**src/hw/rtl/fifo_handoff_mutex_assert.svh**
```systemverilog
// Assertion macros shared by the mutex RTL; all checks use clk and rst_n.
`ifndef FIFO_HANDOFF_MUTEX_ASSERT_SVH
`define FIFO_HANDOFF_MUTEX_ASSERT_SVH

// A condition that must hold at every clock edge outside reset.
`define FHM_CHECK(name, cond, msg) \
    name: assert property (@(posedge clk) disable iff (!rst_n) (cond)) else $error(msg);

// A condition that must hold in the cycle after the trigger.
`define FHM_CHECK_NEXT(name, trig, cons, msg) \
    name: assert property (@(posedge clk) disable iff (!rst_n) (trig) |=> (cons)) else $error(msg);

`endif

```
**src/hw/rtl/fhm_pkg.sv**
```systemverilog
// Package with the types, codes and defaults of the FIFO handoff mutex.
package fhm_pkg;

    // Width of the task id and status fields on the ports.
    localparam int ID_FIELD_W = 8;
    localparam int STATUS_W   = 3;

    // Defaults for the top level parameters.
    localparam int DEF_TASK_ID_BITS = 8;
    localparam int DEF_WAIT_DEPTH   = 16;

    // Request kinds.
    localparam logic OP_LOCK   = 1'b0;
    localparam logic OP_UNLOCK = 1'b1;

    // Result status codes.
    typedef enum logic [STATUS_W-1:0] {
        ST_GRANTED    = 3'd0,
        ST_QUEUED     = 3'd1,
        ST_RECURSIVE  = 3'd2,
        ST_RELEASED   = 3'd3,
        ST_NOT_OWNER  = 3'd4,
        ST_QUEUE_FULL = 3'd5
    } status_t;

    // Commands from the mutex control to the wait queue.
    typedef struct packed {
        logic push;
        logic pop;
    } q_ctrl_t;

    // Wait queue status seen by the mutex control.
    typedef struct packed {
        logic empty;
        logic full;
    } q_stat_t;

endpackage

```
**src/hw/rtl/fhm_req_if.sv**
```systemverilog
// Request channel interface: one lock or unlock word per handshake.
interface fhm_req_if
    import fhm_pkg::*;
();
    logic                  valid;
    logic                  ready;
    logic                  op;
    logic [ID_FIELD_W-1:0] task_id;

    modport source (output valid, output op, output task_id, input ready);
    modport sink   (input valid, input op, input task_id, output ready);
endinterface

```
**src/hw/rtl/fhm_res_if.sv**
```systemverilog
// Result channel interface: one result word per request.
interface fhm_res_if
    import fhm_pkg::*;
();
    logic                  valid;
    logic                  ready;
    status_t               status;
    logic                  handoff_valid;
    logic [ID_FIELD_W-1:0] resumed_task;
    logic                  held_after;
    logic [ID_FIELD_W-1:0] holder_after;

    modport source (output valid, output status, output handoff_valid,
                    output resumed_task, output held_after, output holder_after,
                    input ready);
    modport sink   (input valid, input status, input handoff_valid,
                    input resumed_task, input held_after, input holder_after,
                    output ready);
endinterface

```
**src/hw/rtl/fhm_wait_q.sv**
```systemverilog
// Wait queue of task ids with a prefetched head entry.
module fhm_wait_q
    import fhm_pkg::*;
#(
    parameter int DEPTH   = DEF_WAIT_DEPTH,
    parameter int ID_BITS = DEF_TASK_ID_BITS
) (
    input  logic               clk,
    input  logic               rst_n,
    input  q_ctrl_t            ctrl,
    input  logic [ID_BITS-1:0] push_id,
    output q_stat_t            stat,
    output logic [ID_BITS-1:0] head_id
);

    localparam int AW = (DEPTH > 1) ? $clog2(DEPTH) : 1;
    localparam int CW = $clog2(DEPTH + 1);

    logic [ID_BITS-1:0] mem [DEPTH];
    logic [AW-1:0]      head_reg;
    logic [AW-1:0]      head_next;
    logic [AW-1:0]      tail_reg;
    logic [AW-1:0]      tail_next;
    logic [CW-1:0]      count_reg;
    logic [CW-1:0]      count_next;
    logic [ID_BITS-1:0] head_data_reg;

    // Status flags from the fill count.
    assign stat.empty = (count_reg == '0);
    assign stat.full  = (count_reg == CW'(DEPTH));
    assign head_id    = head_data_reg;

    // Pointer and count update, wrapping at the last entry.
    always_comb
    begin
        head_next  = head_reg;
        tail_next  = tail_reg;
        count_next = count_reg;
        if (ctrl.pop)
        begin
            head_next  = (head_reg == AW'(DEPTH - 1)) ? '0 : head_reg + 1'b1;
            count_next = count_reg - 1'b1;
        end
        if (ctrl.push)
        begin
            tail_next  = (tail_reg == AW'(DEPTH - 1)) ? '0 : tail_reg + 1'b1;
            count_next = count_reg + 1'b1;
        end
    end

    always_ff @(posedge clk or negedge rst_n)
    begin
        if (!rst_n)
        begin
            head_reg  <= '0;
            tail_reg  <= '0;
            count_reg <= '0;
        end
        else
        begin
            head_reg  <= head_next;
            tail_reg  <= tail_next;
            count_reg <= count_next;
        end
    end

    // Storage write and registered read of the next head entry.
    // A push into an empty queue lands on the entry that is read next.
    always_ff @(posedge clk)
    begin
        if (ctrl.push)
        begin
            mem[tail_reg] <= push_id;
        end
        if (ctrl.push && (tail_reg == head_next))
        begin
            head_data_reg <= push_id;
        end
        else
        begin
            head_data_reg <= mem[head_next];
        end
    end

endmodule

```
**src/hw/rtl/fifo_handoff_mutex.sv**
```systemverilog
// Top level of the FIFO handoff mutex: lock control, wait queue and result register.
// Results: a result word is valid in the cycle after its request word is accepted.
// Throughput: one request per cycle while no result is stalled, set by the holder update and the
// wait queue, which keeps its oldest entry prefetched in a register.
// Reset: mutex free, holder 0, wait queue empty, no result pending; the queue
// storage itself is not cleared and is only used after it was written.
`include "fifo_handoff_mutex_assert.svh"

module fifo_handoff_mutex
    import fhm_pkg::*;
#(
    parameter int TASK_ID_BITS = DEF_TASK_ID_BITS,
    parameter int WAIT_DEPTH   = DEF_WAIT_DEPTH
) (
    input  logic     clk,
    input  logic     rst_n,
    fhm_req_if.sink   req,
    fhm_res_if.source res
);

    logic                    accept;
    logic [TASK_ID_BITS-1:0] req_id;
    q_ctrl_t                 q_ctrl;
    q_stat_t                 q_stat;
    logic [TASK_ID_BITS-1:0] q_head_id;

    logic                    held_reg;
    logic                    held_next;
    logic [TASK_ID_BITS-1:0] holder_reg;
    logic [TASK_ID_BITS-1:0] holder_next;

    status_t                 status_next;
    logic                    handoff_next;
    logic [TASK_ID_BITS-1:0] resumed_next;

    logic                    res_valid_reg;
    status_t                 res_status_reg;
    logic                    res_handoff_reg;
    logic [ID_FIELD_W-1:0]   res_resumed_reg;
    logic                    res_held_reg;
    logic [ID_FIELD_W-1:0]   res_holder_reg;

    // A new request is taken whenever the result register is free or drains.
    assign req.ready = !res_valid_reg || res.ready;
    assign accept    = req.valid && req.ready;
    assign req_id    = TASK_ID_BITS'(req.task_id);

    // Lock and unlock decision.
    always_comb
    begin
        status_next  = ST_NOT_OWNER;
        handoff_next = 1'b0;
        resumed_next = '0;
        held_next    = held_reg;
        holder_next  = holder_reg;
        q_ctrl.push  = 1'b0;
        q_ctrl.pop   = 1'b0;
        if (req.op == OP_LOCK)
        begin
            priority if (!held_reg)
            begin
                status_next = ST_GRANTED;
                held_next   = 1'b1;
                holder_next = req_id;
            end
            else if (holder_reg == req_id)
            begin
                status_next = ST_RECURSIVE;
            end
            else if (q_stat.full)
            begin
                status_next = ST_QUEUE_FULL;
            end
            else
            begin
                status_next = ST_QUEUED;
                q_ctrl.push = accept;
            end
        end
        else
        begin
            priority if (!held_reg || (holder_reg != req_id))
            begin
                status_next = ST_NOT_OWNER;
            end
            else if (!q_stat.empty)
            begin
                status_next  = ST_RELEASED;
                handoff_next = 1'b1;
                resumed_next = q_head_id;
                holder_next  = q_head_id;
                q_ctrl.pop   = accept;
            end
            else
            begin
                status_next = ST_RELEASED;
                held_next   = 1'b0;
                holder_next = '0;
            end
        end
    end

    fhm_wait_q #(
        .DEPTH   (WAIT_DEPTH),
        .ID_BITS (TASK_ID_BITS)
    ) u_wait_q (
        .clk     (clk),
        .rst_n   (rst_n),
        .ctrl    (q_ctrl),
        .push_id (req_id),
        .stat    (q_stat),
        .head_id (q_head_id)
    );

    // Ownership state.
    always_ff @(posedge clk or negedge rst_n)
    begin
        if (!rst_n)
        begin
            held_reg   <= 1'b0;
            holder_reg <= '0;
        end
        else if (accept)
        begin
            held_reg   <= held_next;
            holder_reg <= holder_next;
        end
    end

    // Result valid flag.
    always_ff @(posedge clk or negedge rst_n)
    begin
        if (!rst_n)
        begin
            res_valid_reg <= 1'b0;
        end
        else
        begin
            res_valid_reg <= accept || (res_valid_reg && !res.ready);
        end
    end

    // Result payload, loaded with each accepted request.
    always_ff @(posedge clk)
    begin
        if (accept)
        begin
            res_status_reg  <= status_next;
            res_handoff_reg <= handoff_next;
            res_resumed_reg <= ID_FIELD_W'(resumed_next);
            res_held_reg    <= held_next;
            res_holder_reg  <= held_next ? ID_FIELD_W'(holder_next) : '0;
        end
    end

    assign res.valid         = res_valid_reg;
    assign res.status        = res_status_reg;
    assign res.handoff_valid = res_handoff_reg;
    assign res.resumed_task  = res_resumed_reg;
    assign res.held_after    = res_held_reg;
    assign res.holder_after  = res_holder_reg;

    // A pending result that is stalled must block new requests.
    `FHM_CHECK(a_no_overrun,
               !(res_valid_reg && !res.ready) || !req.ready,
               "request taken over a stalled result")

    // A handoff result names the new holder.
    `FHM_CHECK(a_handoff_holder,
               !res_valid_reg || !res_handoff_reg ||
               (res_held_reg && (res_holder_reg == res_resumed_reg)),
               "handoff result does not name the holder")

    // A lock on a free mutex makes the requester the holder.
    `FHM_CHECK_NEXT(a_grant_holds,
                    accept && !held_reg && (req.op == OP_LOCK),
                    held_reg && (holder_reg == $past(req_id)) &&
                    (res_status_reg == ST_GRANTED),
                    "grant did not take ownership")

endmodule
```
**src/flat_wrapper.sv**
```systemverilog
// flat-port wrapper written by rule: the top's interface ports become plain ports
module fifo_handoff_mutex_flat import fhm_pkg::*;
#(
    parameter int TASK_ID_BITS = DEF_TASK_ID_BITS,
    parameter int WAIT_DEPTH   = DEF_WAIT_DEPTH
)
  (clk, rst_n, req_valid, req_op, req_task_id, req_ready, res_valid, res_status, res_handoff_valid, res_resumed_task, res_held_after, res_holder_after, res_ready);
  fhm_req_if req_i ();
  fhm_res_if res_i ();
  input  logic clk;
  input  logic rst_n;
  input wire logic [$bits(req_i.valid)-1:0] req_valid;
  input wire logic [$bits(req_i.op)-1:0] req_op;
  input wire logic [$bits(req_i.task_id)-1:0] req_task_id;
  output wire logic [$bits(req_i.ready)-1:0] req_ready;
  output wire logic [$bits(res_i.valid)-1:0] res_valid;
  output wire logic [$bits(res_i.status)-1:0] res_status;
  output wire logic [$bits(res_i.handoff_valid)-1:0] res_handoff_valid;
  output wire logic [$bits(res_i.resumed_task)-1:0] res_resumed_task;
  output wire logic [$bits(res_i.held_after)-1:0] res_held_after;
  output wire logic [$bits(res_i.holder_after)-1:0] res_holder_after;
  input wire logic [$bits(res_i.ready)-1:0] res_ready;
  assign req_i.valid = req_valid;
  assign req_i.op = req_op;
  assign req_i.task_id = req_task_id;
  assign req_ready = req_i.ready;
  assign res_valid = res_i.valid;
  assign res_status = res_i.status;
  assign res_handoff_valid = res_i.handoff_valid;
  assign res_resumed_task = res_i.resumed_task;
  assign res_held_after = res_i.held_after;
  assign res_holder_after = res_i.holder_after;
  assign res_i.ready = res_ready;
  fifo_handoff_mutex #(.TASK_ID_BITS(TASK_ID_BITS), .WAIT_DEPTH(WAIT_DEPTH)) u_core (.clk(clk), .rst_n(rst_n), .req(req_i), .res(res_i));
endmodule
```
**config.mk**
```make
export PLATFORM = sky130hd
export DESIGN_NAME = fifo_handoff_mutex_flat
export DESIGN_NICKNAME = d
export VERILOG_FILES = /design/src/hw/rtl/fhm_pkg.sv /design/src/hw/rtl/fhm_req_if.sv /design/src/hw/rtl/fhm_res_if.sv /design/src/hw/rtl/fhm_wait_q.sv /design/src/hw/rtl/fifo_handoff_mutex.sv /design/src/flat_wrapper.sv
export VERILOG_INCLUDE_DIRS = /design/src /design/src/hw/rtl
export SDC_FILE = /design/constraint.sdc
export NUM_CORES = 1
export LEC_CHECK = 0
export BUFFER_PORTS_ARGS = -buffer_cell sky130_fd_sc_hd__buf_4
export CAP_MARGIN = 20
export CORE_MARGIN = 5
export CORE_UTILIZATION = 25
export DETAILED_ROUTE_END_ITERATION = 6
export GPL_TIMING_DRIVEN = 0
export PLACE_DENSITY = 0.38
export SKIP_CTS_REPAIR_TIMING = 1
export SLEW_MARGIN = 0
export SYNTH_ARGS = -nofsm -noshare
export SYNTH_HDL_FRONTEND = slang
export SYNTH_SLANG_ARGS = --single-unit
```
**constraint.sdc**
```tcl
create_clock -name clk -period 3.85 [get_ports clk]
set_input_delay 0.385 -clock clk [delete_from_list [all_inputs] [get_ports clk]]
set_output_delay 0.385 -clock clk [all_outputs]
set_load 0.005 [all_outputs]
```
==> summary.md <==
| Metric | Value |
|---|---|
| Worst Setup End Kind | `register` |
| Final Cycle Share | `0.896` |
| Placed insts | `840` |
| Fin area | `8710 sq um` |
| Post-synth cell types | `47` |
| Overall Global Routing Usage | `0.104` |
| FFs w/ async S/R, synth | `0.131` |
| Tightest Pin Transition | `812 ps` |
| Post-DP Area | `8090 sq um` |
| Die Wd | `181 microns` |
| Max FO, Critical Path | `13` |
| Hold Path Cell Cnt | `2` |
| Avg WL per Cell | `18.6 microns` |
| Final setup margin | `401 ps` |
| Core area | `28,800 sq um` |
| Die area | `32,700 sq um` |
| Layout cells sized above 1 | `0.280` |
| Most common cell in the synthesized netlist | `edfxtp_1` |
| Critical Path RT | `4210 ps` |
| Final min period | `3450 ps` |
| Element type at the critical path start | `register` |
| N_diodes | `0` |
| Crit-path cells | `xor2_1, or4_1, buf_2, o21bai_1, buf_2, ha_1, a21o_1, a21oi_1, a211oi_1, a21oi_1, xnor2_1` |
| CP Class | `reg2reg` |
| Switch share | `0.266` |
| Highest clock rate | `290 MHz` |
| Initial antenna violation count | `0` |
| Clock Latency Late Sink | `430 ps` |
| Mapped Nets | `440` |
| Seq/Total Area, Yosys | `0.703` |
| Drt via density | `4.36` |
| Mapped Cells | `418` |
| Endpoints failing setup | `0` |
| CTS Sinks | `176` |
| Clk_skew | `14.2 ps` |
| CTS buffer count | `17` |
| Placer Congestion | `0.737` |
| Outcome | `finished clean` |
| Vias | `3,809` |
| Total leakage power | `2.86 nW` |
| CP Data Arrival Time | `3810 ps` |
| Fill cells | `2,860` |
| Synth top area share | `0.613` |
| DRT Pass-1 Iters | `4` |
| CTS tree | `done` |
| Largest net degree at the start of global routing | `30` |
| I/O Pins | `36` |
| H-tree levels | `4` |
| WP depth | `11` |
| P&R area growth vs syn | `19.4%` |
| P_int | `0.00327 W` |
| CP bufs+invs | `2` |
| Final Non-Filler Cells | `874` |
| Clock Power Share | `0.383` |
| Vias in the first global route | `4,165` |
| Synth warnings | `0` |
| Flop pwr share | `0.507` |
| Initial Util | `0.253` |
| Row count | `62` |
| Pre-CTS WS | `176 ps` |
| Hold_ws | `176 ps` |
| Ys flop type | `edfxtp_1` |
| Number of synthesized flops with an enable pin | `149` |
| Critical Path Start | `u_core.holder_reg[5]` |
| Die Ht | `181 microns` |
| Final Max Tran Viols | `0` |
| I/O Buffers | `34` |
| Final Hold Fails | `0` |
| Largest Register | `u_core.u_wait_q.mem` |
| Final wirelength | `16,300 microns` |
| Final #Nets | `499` |
| RSZ-0062 raised after global routing | `false` |
| Worst r2r path cells | `11` |
| First-pass GRT wire length | `25,500 microns` |
| DRC viols | `0` |
| Congestion Overflow GR | `0` |
| Comb pwr share | `0.110` |
| Post-synth top cells | `edfxtp_1, mux4_2, nand2_1` |
| Yosys reg bits | `176` |
| HPWL after detailed placement | `11,600 microns` |
| Max reg flops | `128` |
| Largest cells by area after synthesis | `edfxtp_1, mux4_2, dfrtp_1` |
| CP peak stage delay | `560 ps` |
| Remaining antenna violation count | `0` |
| Hold path startpoint | `req_valid` |
| Rel. slew slack | `0.459` |
| Clk root buf | `clkbuf_16` |
| R2R Path Start | `u_core.holder_reg[5]` |
| Clock Tree Buf Depth | `2` |
| Largest area contributor in the netlist | `edfxtp_1` |
| Max Cap Viol | `0` |
| Mapped Area | `7290 sq um` |
| Worst VDD drop | `253 uV` |
| CP delay by family, top | `compound AO/OA/AOI/OAI gates` |
| P per Cell Area | `511 nW/um^2` |
| Sw Pwr | `0.00118 W` |
| Mean Syn Cell Area | `17.5 sq um` |
| Iter 0 DRT Violations | `297` |
| Critical-path top delay cell | `or4_1` |
| Worst min path class | `in2reg` |
| Clock transition at path regs | `70 ps` |
==> kinds of logic (layout without fill, tap and decap cells) <==
family | Yosys count | count (layout) | share of synthesized area
AO/OA/AOI/OAI | 55 | 55 | 0.0530
adder cells (fa/ha/maj) | 9 | 9 | 0.0165
XOR/XNOR | 14 | 14 | 0.0168
buffers and inverters | 28 | 100 | 0.0170
flip-flops | 176 | 176 | 0.703
AND/OR/NAND/NOR | 93 | 93 | 0.0700
multiplexers | 43 | 43 | 0.123
==> path summary, 6_finish.rpt <==
| path | slack (ps) | end |
|---|---|---|
| worst max register to register | 400 | u_core.u_wait_q.count_reg[4] |
| min in group asynchronous | 390 | u_core.u_wait_q.count_reg[2] |
| worst min register to register | 540 | u_core.u_wait_q.head_reg[3] |
| worst max-delay path | 400 | u_core.u_wait_q.count_reg[4] |
| max in group asynchronous | 3190 | u_core.holder_reg[7] |
| worst min-delay path | 180 | u_core.res.valid |
==> cell type report <==
class | instances | area [sq um] | share of cell area
sequential | 176 | 5130 | 0.589
buffer | 19 | 90.1 | 0.0103
multi-input combinational | 214 | 2070 | 0.237
tap | 384 | 480 | 0.0552
clock buffer | 17 | 425 | 0.0488
timing repair buffer | 40 | 315 | 0.0362
inverter | 9 | 33.8 | 0.00388
clock inverter | 15 | 169 | 0.0194
==> metal layers <==
metal  GRT usage  vias up  routed length, microns
met1       0.137     1968                    7610
met4      0.0299        0                      88
li1            -     1776                       -
met3      0.0231        9                     405
met2       0.172       56                    8180
met5           0        -                       0
==> power groups by stage <==
stage	Combinational (W)	Clock, W	Sequential (W)
detailed placement	0.000496	0	0.00230
global placement	0.000479	0	0.00229
floorplan	0.000329	0	0.00228
CTS	0.000499	0.00175	0.00226
finish	0.000490	0.00170	0.00226
global route	0.000557	0.00184	0.00227
==> cells in the final DEF (no fill, tap or decap), types with 3 or more instances in the layout <==
master     instances
nor2b_2            3
inv_1              8
inv_8              4
clkbuf_16         17
buf_2              9
nand3_1            3
xnor2_1            5
a221o_1            8
buf_4             38
nor4_2             4
and2_1             9
clkinv_8           4
a21oi_1            9
nand2_1           29
mux2_2             6
o21a_1             8
mux4_2            37
o21ai_0           13
dfxtp_1            4
nor2b_1            6
nor3_1             7
dfrtp_1           23
ha_1               8
inv_6              4
edfxtp_1         149
or4_1              3
clkbuf_1           9
nor2_1            12
and3_1             7
xor2_1             9
a22oi_1            3
==> per-stage QoR <==
| stage | utilization | total power (W) | setup TNS [ps] |
|---|---|---|---|
| 6_report | 0.303 | 0.00445 | 0 |
| 5_1_grt | 0.303 | 0.00467 | 0 |
| 4_1_cts | 0.302 | 0.00451 | 0 |
| 3_5_place_dp | 0.281 | 0.00280 | 0 |
| 3_3_place_gp | 0.279 | 0.00277 | -5380 |
| 2_1_floorplan | - | 0.00261 | 0 |
Note: power is estimated with default switching activity, not from simulation.
